===== src/hw/rtl/aarm_pkg.sv =====
`timescale 1ns / 1ps
// ----------------------------------------------------------------------------
// aarm_pkg: shared types and constants for the axis-angle to matrix block
// Holds the transaction payload structs, the CORDIC cell data struct, the
// arctangent table and the output rounding and saturation function.
// ----------------------------------------------------------------------------
package aarm_pkg;

    localparam int DEF_CORDIC_STEPS = 16;
    localparam int ATAN_COUNT       = 24;
    localparam int FRAC_BITS        = 14;
    localparam int TRIG_BITS        = 30;
    localparam int XW               = 34;    // CORDIC x, y, z width
    localparam int PQW              = 32;    // axis product width
    localparam int PW               = PQW + XW;
    localparam int UW               = 52;    // accumulated entry width

    localparam logic signed [XW-1:0] INV_GAIN_Q30 = XW'(652032874);
    localparam logic signed [XW-1:0] ONE_Q30      = XW'(1) <<< TRIG_BITS;

    typedef struct packed {
        logic signed [15:0] axis_x;
        logic signed [15:0] axis_y;
        logic signed [15:0] axis_z;
        logic signed [15:0] angle;
    } axis_t;

    typedef struct packed {
        logic signed [15:0] m00;
        logic signed [15:0] m01;
        logic signed [15:0] m02;
        logic signed [15:0] m10;
        logic signed [15:0] m11;
        logic signed [15:0] m12;
        logic signed [15:0] m20;
        logic signed [15:0] m21;
        logic signed [15:0] m22;
    } mat_t;

    typedef struct packed {
        logic               flip;
        logic signed [XW-1:0] x;
        logic signed [XW-1:0] y;
        logic signed [XW-1:0] z;
        logic signed [15:0] ax;
        logic signed [15:0] ay;
        logic signed [15:0] az;
    } cordic_t;

    // Arctangent of 2^-i in units of 2^32 per full turn.
    function automatic logic signed [XW-1:0] atan_lut(input int i);
        logic signed [XW-1:0] v;
        case (i)
            0:       v = XW'(536870912);
            1:       v = XW'(316933406);
            2:       v = XW'(167458907);
            3:       v = XW'(85004756);
            4:       v = XW'(42667331);
            5:       v = XW'(21354465);
            6:       v = XW'(10679838);
            7:       v = XW'(5340245);
            8:       v = XW'(2670163);
            9:       v = XW'(1335087);
            10:      v = XW'(667544);
            11:      v = XW'(333772);
            12:      v = XW'(166886);
            13:      v = XW'(83443);
            14:      v = XW'(41722);
            15:      v = XW'(20861);
            16:      v = XW'(10430);
            17:      v = XW'(5215);
            18:      v = XW'(2608);
            19:      v = XW'(1304);
            20:      v = XW'(652);
            21:      v = XW'(326);
            22:      v = XW'(163);
            23:      v = XW'(81);
            default: v = '0;
        endcase
        return v;
    endfunction

    // Adds the two terms, rounds away the Q30 fraction and saturates to 16 bits.
    function automatic logic signed [15:0] finish(input logic signed [UW-1:0] t,
                                                  input logic signed [UW-1:0] a);
        logic signed [UW-1:0]           u;
        logic signed [UW-TRIG_BITS-1:0] r;
        logic signed [15:0]             o;
        u = t + a + (UW'(1) <<< (TRIG_BITS - 1));
        r = u[UW-1:TRIG_BITS];
        if (r > (UW-TRIG_BITS)'(32767)) begin
            o = 16'sh7fff;
        end else if (r < -(UW-TRIG_BITS)'(32768)) begin
            o = 16'sh8000;
        end else begin
            o = r[15:0];
        end
        return o;
    endfunction

endpackage


===== src/hw/rtl/aarm_cordic_cell.sv =====
`timescale 1ns / 1ps
// ----------------------------------------------------------------------------
// aarm_cordic_cell: one rotation-mode CORDIC step
// Performs the micro-rotation for a fixed step index and hands the result,
// together with the axis, to the next cell.
// ----------------------------------------------------------------------------
module aarm_cordic_cell
    import aarm_pkg::*;
#(
    parameter int STEP = 0
)
(
    input  logic    clk,
    input  logic    rst_n,
    input  logic    en,
    input  logic    prev_valid,
    input  cordic_t prev,
    output logic    valid,
    output cordic_t data
);

    logic    valid_reg;
    cordic_t data_reg;
    cordic_t data_next;

    always_comb
    begin
        data_next = prev;
        if (prev.z >= 0) begin
            data_next.x = prev.x - (prev.y >>> STEP);
            data_next.y = prev.y + (prev.x >>> STEP);
            data_next.z = prev.z - atan_lut(STEP);
        end else begin
            data_next.x = prev.x + (prev.y >>> STEP);
            data_next.y = prev.y - (prev.x >>> STEP);
            data_next.z = prev.z + atan_lut(STEP);
        end
    end

    always_ff @(posedge clk or negedge rst_n)
    begin
        if (!rst_n) begin
            valid_reg <= 1'b0;
        end else if (en) begin
            valid_reg <= prev_valid;
        end
    end

    always_ff @(posedge clk)
    begin
        if (en) begin
            data_reg <= data_next;
        end
    end

    assign valid = valid_reg;
    assign data  = data_reg;

endmodule


===== config.mk =====
export PLATFORM = sky130hd
export DESIGN_NAME = aarm_cordic_cell
export DESIGN_NICKNAME = d
export VERILOG_FILES = /design/src/hw/rtl/aarm_pkg.sv /design/src/hw/rtl/aarm_cordic_cell.sv
export SDC_FILE = /design/constraint.sdc
export NUM_CORES = 1
export LEC_CHECK = 0
export ABC_AREA = 1
export ABC_CLOCK_PERIOD_IN_PS = 800
export BUFFER_PORTS_ARGS = -buffer_cell sky130_fd_sc_hd__buf_2
export CAP_MARGIN = 20
export CORE_MARGIN = 3
export CORE_UTILIZATION = 50
export CTS_CLUSTER_SIZE = 8
export DETAILED_ROUTE_END_ITERATION = 8
export GPL_TIMING_DRIVEN = 0
export PLACE_DENSITY = 0.79
export SETUP_SLACK_MARGIN = 0.05
export SLEW_MARGIN = 20
export SYNTH_ARGS = -nofsm -noshare
export SYNTH_HDL_FRONTEND = slang
export SYNTH_SLANG_ARGS = --single-unit

===== constraint.sdc =====
create_clock -name clk -period 0.8 [get_ports clk]
set_input_delay 0 -clock clk [delete_from_list [all_inputs] [get_ports clk]]
set_output_delay 0 -clock clk [all_outputs]
set_load 0.1 [all_outputs]

==> metrics.md, run 1 <==
| Metric | Value |
|---|---|
| Largest net degree at the start of global routing | `between 100 and 150` |
| Worst_ep grt | `data[93]$_DFFE_PP_/D` |
| Synth cell types | `42` |
| Die height | `roughly 160 um` |
| Synth Instances | `between 1500 and 2000` |
| Commonest cells post-synth | `409 x nand2_1, 202 x inv_1, 150 x edfxtp_1` |
| Warnings from Yosys | `0` |
| Net count after synthesis | `between 1500 and 2000` |
| I/O Buffers | `between 300 and 400` |
| Register area share after synthesis | `0.376` |
| Placed inst area | `~15000 um^2` |
| Synthesized area per cell | `~7.6 um^2` |
| Starting density of the core | `0.511` |
| Root buf cell | `clkbuf_16` |
| Die W | `approximately 160 um` |
| Top-count cell post-synth | `nand2_1` |
| # H-tree levels | `4` |
| Stop err | `[ERROR DPL-0038] Utilization greater than 100%, impossible to legalize` |
| Placed cell count | `about 2200` |
| Failing step | `5_1_grt` |
| Io pins | `just over 300` |
| Top cells by area, synth | `edfxtp_1 37%, nand2_1 13%, ha_1 11%` |
| Clock tree sinks | `about 150` |
| Yosys top cell area share | `0.374` |
| Number of synthesized flops with an enable pin | `150` |
| Post-DP HPWL | `approximately 38000 um` |
| Max clock buf depth | `2` |
| Cell taking the most area after synthesis | `edfxtp_1` |
| Synth Flop Type | `edfxtp_1` |
| #FFs+latches synth | `151` |
| Synthesized cell area | `approximately 12000 um^2` |
| Ys async rst share | `0.00662` |
| Status | `aborted with a tool error` |
| Final RePlAce weighted congestion | `around 1.0` |
| Worst endpoint type | `register data pin` |
| Placement row count | `56` |
| CTS Buf Count | `17` |
stage by stage:
stage               hold slack (ns)  setup WS, ns
floorplan                    -0.296        -0.965
global placement             -0.225         -2.06
detailed placement           -0.224         -1.56
CTS                         -0.0334        -0.694
logic make-up after synthesis:
group           after synthesis  synth area share
flops                       151             0.376
buf+inv                     250            0.0901
fa+ha+maj                   108             0.115
simple gates                769             0.270
mux                           1          0.000935
compound gates              270             0.123
xor+xnor                     35            0.0255
repair_timing:
action / CTS
pin swaps: 294
hold buffers: 83
endpoints found under the setup margin: 223
gates cloned: 4
hold endpoints to repair: 123
gates resized for setup: 1023
buffers inserted: 133
==> run 2: changes to the inputs <==
--- a/config.mk
+++ b/config.mk
@@ -6,16 +6,14 @@
 export NUM_CORES = 1
 export LEC_CHECK = 0
 export ABC_AREA = 1
-export ABC_CLOCK_PERIOD_IN_PS = 800
+export ABC_CLOCK_PERIOD_IN_PS = 1000
 export BUFFER_PORTS_ARGS = -buffer_cell sky130_fd_sc_hd__buf_2
 export CAP_MARGIN = 20
 export CORE_MARGIN = 3
-export CORE_UTILIZATION = 50
-export CTS_CLUSTER_SIZE = 8
+export CORE_UTILIZATION = 40
 export DETAILED_ROUTE_END_ITERATION = 8
 export GPL_TIMING_DRIVEN = 0
-export PLACE_DENSITY = 0.79
-export SETUP_SLACK_MARGIN = 0.05
+export PLACE_DENSITY_LB_ADDON = 0.15
 export SLEW_MARGIN = 20
 export SYNTH_ARGS = -nofsm -noshare
 export SYNTH_HDL_FRONTEND = slang
==> constraint.sdc (replaced) <==
create_clock -name clk -period 1 [get_ports clk]
set_input_delay 0 -clock clk [delete_from_list [all_inputs] [get_ports clk]]
set_output_delay 0 -clock clk [all_outputs]
set_load 0.1 [all_outputs]
==> metrics.md, run 2 <==
| Metric | Value |
|---|---|
| Status | `finished with violations (was aborted with a tool error)` |
| Failing checks | `negative hold slack, negative setup slack` |
| Max-capacitance violation count | `0` |
| Die height | `179 um (was 161 um)` |
| Top cells by area, synth | `edfxtp_1 37%, nand2_1 13%, ha_1 11% (unchanged)` |
| Worst Tran Pin Value | `just over 0.8 ns` |
| Multi-input logic area | `between 10000 and 15000 um^2` |
| Post-layout util | `0.793` |
| Synth Flop Type | `edfxtp_1 (unchanged)` |
| Setup Skew | `0 ns` |
| Yosys top cell area share | `0.374 (unchanged)` |
| Placement row count | `62 (was 56)` |
| Non-Filler Instances | `about 2600` |
| Pwr/cell area | `around 1400 nW/um^2` |
| GRT Residual Overflow | `0` |
| Uppermost layer routed | `met4` |
| DRT iter0 DRCs | `between 1500 and 2000` |
| CP required | `about 1.2 ns` |
| Final Max Slew Viols | `0` |
| Final Cycle Share | `1.71` |
| Max-Slew Margin vs Limit | `0.446` |
| Worst-skew pair later-pin latency | `0.43 ns` |
| Placed cell count | `2275 (was 2210)` |
| First-pass GRT wire length | `about 80000 um` |
| Synthesized area per cell | `7.60 um^2 (unchanged)` |
| RSZ-0062 raised after global routing | `true` |
| Commonest cells post-synth | `409 x nand2_1, 202 x inv_1, 150 x edfxtp_1 (unchanged)` |
| Largest net degree at the start of global routing | `roughly 110` |
| Finished Cell Area | `around 23000 um^2` |
| Final setup violation count | `220` |
| Cell taking the most area after synthesis | `edfxtp_1 (unchanged)` |
| Met2 routed WL | `29900 um` |
| Placed inst area | `15400 um^2 (was 15300 um^2)` |
| Register Area | `4530 um^2` |
| Starting density of the core | `0.413 (was 0.511)` |
| Via count | `about 15000` |
| CTS Buf Count | `17 (unchanged)` |
| Antenna violations before repair | `3` |
| Tot Pwr | `0.0332 W` |
| Area of the die | `32200 um^2` |
| Met3 routed WL | `roughly 6300 um` |
| Hold Worst Slack | `-0.0217 ns` |
| Hold crit path type | `input pin to flip-flop` |
| Area grow syn2layout | `92.1%` |
| Drt pass-1 iters | `5` |
| CP Launch Type | `input pin` |
| Max clock buf depth | `2 (unchanged)` |
| All-Layer GR Usage | `0.330` |
| Final hold vios | `20` |
| Final #Nets | `2426` |
| F_max | `584 MHz` |
| Final worst path period need | `around 1.7 ns` |
| Max reg flops | `150` |
| # DRC | `0` |
| I/O Buffers | `306 (unchanged)` |
| Drt total wl | `around 63000 um` |
| Final RePlAce weighted congestion | `0.950 (was 1.01)` |
| Vias in the first global route | `between 10000 and 15000` |
| Share of layout cells above drive strength 1 | `0.590` |
| Synth Instances | `1584 (unchanged)` |
| Top-count cell post-synth | `nand2_1 (unchanged)` |
| Warnings from Yosys | `0 (unchanged)` |
| Synth cell types | `42 (unchanged)` |
| Leakage | `10.1 nW` |
| Die W | `179 um (was 161 um)` |
| #FFs+latches synth | `151 (unchanged)` |
| Core outline area | `29200 um^2` |
| Ys async rst share | `0.00662 (unchanged)` |
| Crit. End Element | `flip-flop` |
| M1 WL | `approximately 23000 um` |
| Worst setup path class | `input pin to flip-flop` |
| Most common cell after layout, fill and taps aside | `nand2_1` |
| Vias per std cell | `just under 6` |
| Register area share after synthesis | `0.376 (unchanged)` |
| Worst EP arrival | `approximately 1.9 ns` |
| Fin Setup TNS | `-38.97 ns` |
| Final-layout fill cell count | `1738` |
| Number of synthesized flops with an enable pin | `150 (unchanged)` |
| Worst vdd ir | `approximately 0.001 V` |
| Net count after synthesis | `1847 (unchanged)` |
| Commonest cells after routing, fill and taps aside | `212 x nand2_1, 182 x buf_6, 150 x edfxtp_1` |
| Worst Slack Setup Final | `-0.713 ns` |
| Clock tree sinks | `151 (unchanged)` |
| Root buf cell | `clkbuf_16 (unchanged)` |
| Drt wl/cell | `roughly 25 um` |
| Reg clk slew, reported paths | `0.08 ns` |
| Io pins | `307 (unchanged)` |
| Post-route antenna net violation count | `0` |
| Synthesized cell area | `12000 um^2 (unchanged)` |
| # H-tree levels | `4 (unchanged)` |
| CTS tree | `done` |
| Crit-path max FO | `7` |
| Post-DP HPWL | `39700 um (was 38200 um)` |
run 2: cell counts after synthesis:
No cell type changed its count.
run 2: routing by layer:
layer / up-vias / track usage
met5: - / 0
met4: 0 / 0.120
met3: 280 / 0.0590
met2: 1046 / 0.553
met1: 7202 / 0.428
li1: 6419 / -
run 2: worst paths after layout:
| kind | startpoint | to | slack, ns | depth (start not counted) |
|---|---|---|---|---|
| worst max-delay path | prev[93] | data[149]$_DFFE_PP_ | -0.71 | 15 |
| worst min-delay path | en | data[120]$_DFFE_PP_ | -0.02 | 1 |
| worst max register to register | valid$_DFFE_PN0P_ | valid$_DFFE_PN0P_ | 0.13 | 1 |
| worst min register to register | valid$_DFFE_PN0P_ | valid$_DFFE_PN0P_ | 0.61 | 1 |
| max in group asynchronous | rst_n | valid$_DFFE_PN0P_ | 0.42 | 3 |
| min in group asynchronous | rst_n | valid$_DFFE_PN0P_ | 0.45 | 3 |
run 2: kinds of logic after synthesis:
group / count (synthesis) / synth area share
AO/OA/AOI/OAI: 270 / 0.123
XOR/XNOR: 35 / 0.0255
adder cells (fa/ha/maj): 108 / 0.115
buffers and inverters: 250 / 0.0901
flip-flops: 151 / 0.376
multiplexers: 1 / 0.000935
AND/OR/NAND/NOR: 769 / 0.270
run 2: area by class of cell:
type                    instances  area share
clock buffers                  18      0.0186
plain buffers                  30      0.0219
clock inverters                13     0.00666
repair buffers                572       0.242
flip-flops and latches        151       0.196
inverters                     208      0.0462
diodes                          3    0.000325
multi-input cells            1183       0.448
well taps                     384      0.0208
run 2: repair_timing:
| action | 4_1_cts | 5_1_grt |
|---|---|---|
| gates cloned | 7 | 4 |
| endpoints found under the setup margin | 222 | 222 |
| resized for setup | 852 | 481 |
| endpoints found under the hold margin | 126 | 2 |
| pin swaps | 178 | 283 |
| buffers inserted | 88 | 83 |
| hold buffers | 84 | 1 |
run 2: report_power, final:
group | switching [W] | internal [W]
Combinational | 0.0121 | 0.00597
Sequential | 0.000417 | 0.00786
Clock | 0.00297 | 0.00390
run 2: through the flow:
step / hold slack (ns) / setup WS, ns
6_report: -0.0217 / -0.713
3_5_place_dp: -0.225 / -1.31
5_1_grt: -0.0221 / -0.771
4_1_cts: -0.0315 / -0.435
2_1_floorplan: -0.296 / -0.765
3_3_place_gp: -0.225 / -2.07
run 2: critical path, cell delays in order:
cell     delay [ns]
buf_8          0.08
inv_4          0.03
ha_4           0.26
buf_12         0.15
nand2_8        0.08
o21ai_1        0.32
nand2_1        0.09
nand2_1        0.10
inv_1          0.08
nor2_1         0.12
nor2_1         0.09
nand2_1        0.12
nand2_1        0.12
nand3_1        0.14
nand2_1        0.07
Note: power is estimated with default switching activity, not from simulation.
==> run 3: changes to the inputs <==
--- a/config.mk
+++ b/config.mk
@@ -14,6 +14,8 @@
 export DETAILED_ROUTE_END_ITERATION = 8
 export GPL_TIMING_DRIVEN = 0
 export PLACE_DENSITY_LB_ADDON = 0.15
+export REMOVE_ABC_BUFFERS = 1
+export SKIP_LAST_GASP = 1
 export SLEW_MARGIN = 20
 export SYNTH_ARGS = -nofsm -noshare
 export SYNTH_HDL_FRONTEND = slang
==> metrics.md, run 3 (synthesized netlist as in run 2, its figures left out) <==
| Metric | Value |
|---|---|
| Status | `finished with violations (unchanged)` |
| Failing checks | `negative hold slack, negative setup slack (unchanged)` |
| Die W | `179 um (unchanged)` |
| Root buf cell | `clkbuf_16 (unchanged)` |
| Drt wl/cell | `22.0 um (was 24.6 um)` |
| Worst Slack Setup Final | `-0.658 ns (was -0.713 ns)` |
| Worst-skew pair later-pin latency | `0.42 ns (was 0.43 ns)` |
| Register Area | `4530 um^2 (about the same)` |
| # H-tree levels | `4 (unchanged)` |
| Worst setup path class | `input pin to flip-flop (unchanged)` |
| Post-route antenna net violation count | `0 (unchanged)` |
| Area grow syn2layout | `72.4% (was 92.1%)` |
| Reg clk slew, reported paths | `0.08 ns (about the same)` |
| Final-layout fill cell count | `2082 (was 1738)` |
| Tot Pwr | `0.0307 W (was 0.0332 W)` |
| Share of layout cells above drive strength 1 | `0.475 (was 0.590)` |
| Final Max Slew Viols | `0 (unchanged)` |
| Fin Setup TNS | `-36.99 ns (was -38.97 ns)` |
| Core outline area | `29200 um^2 (unchanged)` |
| CTS tree | `done (unchanged)` |
| Die height | `179 um (unchanged)` |
| Commonest cells after routing, fill and taps aside | `301 x nand2_1, 165 x buf_6, 150 x edfxtp_1 (was 212 x nand2_1, 182 x buf_6, 150 x edfxtp_1)` |
| Max-capacitance violation count | `0 (unchanged)` |
| All-Layer GR Usage | `0.290 (was 0.330)` |
| First-pass GRT wire length | `73800 um (was 81800 um)` |
| Max reg flops | `150 (unchanged)` |
| Final #Nets | `2379 (was 2426)` |
| Max-Slew Margin vs Limit | `0.616 (was 0.446)` |
| Final setup violation count | `211 (was 220)` |
| Vias in the first global route | `13200 (was 13700)` |
| Vias per std cell | `5.58 (was 5.83)` |
| Worst vdd ir | `0.000938 V (was 0.00100 V)` |
| RSZ-0062 raised after global routing | `true (unchanged)` |
| CP required | `1.18 ns (about the same)` |
| # DRC | `0 (unchanged)` |
| Final hold vios | `15 (was 20)` |
| CP Launch Type | `input pin (unchanged)` |
| Final RePlAce weighted congestion | `0.941 (was 0.950)` |
| Hold crit path type | `input pin to flip-flop (unchanged)` |
| DRT iter0 DRCs | `1193 (was 1803)` |
| ANT cells | `0 (was 3)` |
| Pwr/cell area | `1480 nW/um^2 (was 1440 nW/um^2)` |
| GRT Residual Overflow | `0 (unchanged)` |
| Multi-input logic area | `8950 um^2 (was 10400 um^2)` |
| Final Cycle Share | `1.66 (was 1.71)` |
| Leakage | `9.22 nW (was 10.1 nW)` |
| Antenna violations before repair | `0 (was 3)` |
| Io pins | `307 (unchanged)` |
| Setup Skew | `0 ns (unchanged)` |
| Hold Worst Slack | `-0.0254 ns (was -0.0217 ns)` |
| Area of the die | `32200 um^2 (unchanged)` |
| Worst Tran Pin Value | `0.572 ns (was 0.828 ns)` |
| # hold bufs at CTS | `84 (unchanged)` |
| Drt pass-1 iters | `7 (was 5)` |
| CTS Buf Count | `17 (unchanged)` |
| Most common cell after layout, fill and taps aside | `nand2_1 (unchanged)` |
| Placement row count | `62 (unchanged)` |
| Crit-path max FO | `7 (unchanged)` |
| Crit. End Element | `flip-flop (unchanged)` |
| Via count | `14000 (was 14900)` |
| Starting density of the core | `0.413 (unchanged)` |
| Post-DP HPWL | `34400 um (was 39700 um)` |
| I/O Buffers | `306 (unchanged)` |
| Max clock buf depth | `2 (unchanged)` |
| Worst EP arrival | `1.84 ns (was 1.90 ns)` |
| Drt total wl | `55400 um (was 63100 um)` |
| Largest net degree at the start of global routing | `107 (was 109)` |
| Final worst path period need | `1.66 ns (was 1.71 ns)` |
| F_max | `603 MHz (was 584 MHz)` |
| Clock tree sinks | `151 (unchanged)` |
==> run 3: cell count changes in the layout (fill, tap and decap cells not counted), sizes merged, moves of 2 or more <==
cell      previous run  this run
bufinv               3         1
inv                206       215
clkinvlp             5         8
diode                3         0
clkbuf              23        19
buf                511       459
==> run 3: what timing repair did <==
| item | 4_1_cts | 5_1_grt |
|---|---|---|
| setup endpoints to repair | 222 | 222 |
| gates cloned | 13 | 4 |
| pin swaps | 127 | 76 |
| resized for setup | 522 | 812 |
| hold endpoints to repair | 116 | 11 |
| setup buffers | 90 | 56 |
==> run 3: area by class of cell <==
cell class / count / area share
timing repair buffer: 545 / 0.249
tap: 384 / 0.0231
timing repair inverter: 10 / 0.00832
clock buffer: 17 / 0.0205
multi-input combinational: 1183 / 0.431
clock inverter: 14 / 0.00681
sequential: 151 / 0.218
inverter: 208 / 0.0430
==> run 3: where the power goes <==
group	total [W]	switching, W	internal [W]	leakage (nW)
logic	0.0159	0.0109	0.00508	7.48
clock network	0.00659	0.00310	0.00349	0.271
registers	0.00819	0.000346	0.00784	1.48
==> run 3: final timing paths <==
path / cells past startpoint / slack [ns] / end / startpoint
setup reg to reg: 1 / 0.20 / valid$_DFFE_PN0P_ / valid$_DFFE_PN0P_
hold / removal: 1 / -0.03 / data[114]$_DFFE_PP_ / en
min in group asynchronous: 3 / 0.40 / valid$_DFFE_PN0P_ / rst_n
max in group asynchronous: 3 / 0.49 / valid$_DFFE_PN0P_ / rst_n
hold reg to reg: 1 / 0.60 / valid$_DFFE_PN0P_ / valid$_DFFE_PN0P_
setup / recovery: 14 / -0.66 / data[96]$_DFFE_PP_ / prev[91]
==> run 3: worst max-delay path, stage by stage <==
cell and delay (ns):
buf_8 0.09, inv_4 0.03, ha_4 0.33, clkinvlp_4 0.19
nand2_2 0.13, inv_1 0.06, nand2_1 0.08, nand2_1 0.12
a21oi_2 0.28, buf_4 0.16, buf_4 0.10, nand3_2 0.09
nand3_2 0.10, o21ai_2 0.07
==> run 3: through the flow <==
stage | util | setup WS (ns) | cells | cell area, um^2
after global routing | 0.712 | -0.666 | 2512 | 20800
after floorplan | - | -2.54 | 1542 | 11700
after detailed placement | 0.474 | -2.02 | 2235 | 13800
after global placement | 0.471 | -4.67 | 2232 | 13700
after CTS | 0.618 | -0.481 | 2453 | 18000
final | 0.712 | -0.658 | 2512 | 20800
==> run 3: layer usage <==
metal	global-route usage	wire (um)	part of all wire	vias up
li1	-	-	-	6313
met1	0.372	21100	0.38	6570
met2	0.496	26300	0.48	885
met3	0.0491	4660	0.084	261
met4	0.0981	3300	0.060	0
met5	0	0	0	-
==> run 4: changes to the inputs <==
--- a/config.mk
+++ b/config.mk
@@ -9,8 +9,10 @@
 export ABC_CLOCK_PERIOD_IN_PS = 1000
 export BUFFER_PORTS_ARGS = -buffer_cell sky130_fd_sc_hd__buf_2
 export CAP_MARGIN = 20
+export CELL_PAD_IN_SITES_DETAIL_PLACEMENT = 1
+export CELL_PAD_IN_SITES_GLOBAL_PLACEMENT = 1
 export CORE_MARGIN = 3
-export CORE_UTILIZATION = 40
+export CORE_UTILIZATION = 39
 export DETAILED_ROUTE_END_ITERATION = 8
 export GPL_TIMING_DRIVEN = 0
 export PLACE_DENSITY_LB_ADDON = 0.15
==> metrics.md, run 4 <==
| Metric | Value |
|---|---|
| Synth Area in Compound Gates | `0.123 (unchanged)` |
| Synthesized cell area | `12000 um^2 (unchanged)` |
| GRT Residual Overflow | `a little over 600` |
| Post-Synth Simple-Gate Area | `0.270 (unchanged)` |
| Largest family of logic cells by synthesized area | `simple AND/OR/NAND/NOR gates (unchanged)` |
| Status | `aborted with a tool error (was finished with violations)` |
| Failing step | `5_1_grt` |
| Stop err | `[ERROR GRT-0232] Routing congestion too high. Check the congestion heatmap in the GUI.` |
| Synth cell types | `42 (unchanged)` |
| Top-count cell post-synth | `nand2_1 (unchanged)` |
| Post-DP HPWL | `38900 um (was 34400 um)` |
| Synth Flop Type | `edfxtp_1 (unchanged)` |
| Register area share after synthesis | `0.376 (unchanged)` |
| Xor and xnor fraction of the mapped netlist area | `0.0255 (unchanged)` |
| #FFs+latches synth | `151 (unchanged)` |
| Root buf cell | `clkbuf_16 (unchanged)` |
| Number of synthesized flops with an enable pin | `150 (unchanged)` |
| Ys async rst share | `0.00662 (unchanged)` |
| # H-tree levels | `4 (unchanged)` |
| Die height | `182 um (was 179 um)` |
| Worst endpoint type | `register data pin` |
| Yosys top cell area share | `0.374 (unchanged)` |
| Clock tree sinks | `151 (unchanged)` |
| Max clock buf depth | `2 (unchanged)` |
| Io pins | `307 (unchanged)` |
| I/O Buffers | `306 (unchanged)` |
| Synth Instances | `1584 (unchanged)` |
| Worst_ep grt | `data[149]$_DFFE_PP_/D` |
| Largest net degree at the start of global routing | `97` |
| Synth Area in Adders | `0.115 (unchanged)` |
| Placement row count | `63 (was 62)` |
| Commonest cells post-synth | `409 x nand2_1, 202 x inv_1, 150 x edfxtp_1 (unchanged)` |
| Post-synthesis mux area share | `0.000935 (unchanged)` |
| Die W | `182 um (was 179 um)` |
| Placed inst area | `13800 um^2 (about the same)` |
| Starting density of the core | `0.401 (was 0.413)` |
| All-Layer GR Usage | `0.830` |
| Antenna violations before repair | `12` |
| Warnings from Yosys | `0 (unchanged)` |
| Final RePlAce weighted congestion | `0.936 (was 0.941)` |
| Top cells by area, synth | `edfxtp_1 37%, nand2_1 13%, ha_1 11% (unchanged)` |
| Synthesized area per cell | `7.60 um^2 (unchanged)` |
| Cell taking the most area after synthesis | `edfxtp_1 (unchanged)` |
| CTS Buf Count | `17 (unchanged)` |
run 4: routing by layer:
| layer | GRT usage | overflow |
|---|---|---|
| met1 | 0.805 | 7 |
| met2 | 0.997 | 381 |
| met3 | 0.686 | 15 |
| met4 | 0.880 | 203 |
| met5 | 0.284 | 1 |
run 4: logic make-up after synthesis:
family | after synthesis
adder cells (fa/ha/maj) | 108
buffers and inverters | 250
flip-flops | 151
XOR/XNOR | 35
AO/OA/AOI/OAI | 270
multiplexers | 1
AND/OR/NAND/NOR | 769
run 4: repair_timing:
item	4_1_cts
hold endpoints to repair	104
gates cloned	18
hold buffers	84
resized for setup	864
pin swaps	91
setup buffers	85
setup endpoints to repair	222
run 4: per-stage QoR:
step	util	cells	setup WS, ns
after floorplan	-	1542	-2.54
after CTS	0.636	2459	-0.519
after global placement	0.458	2238	-5.10
after detailed placement	0.461	2241	-2.10
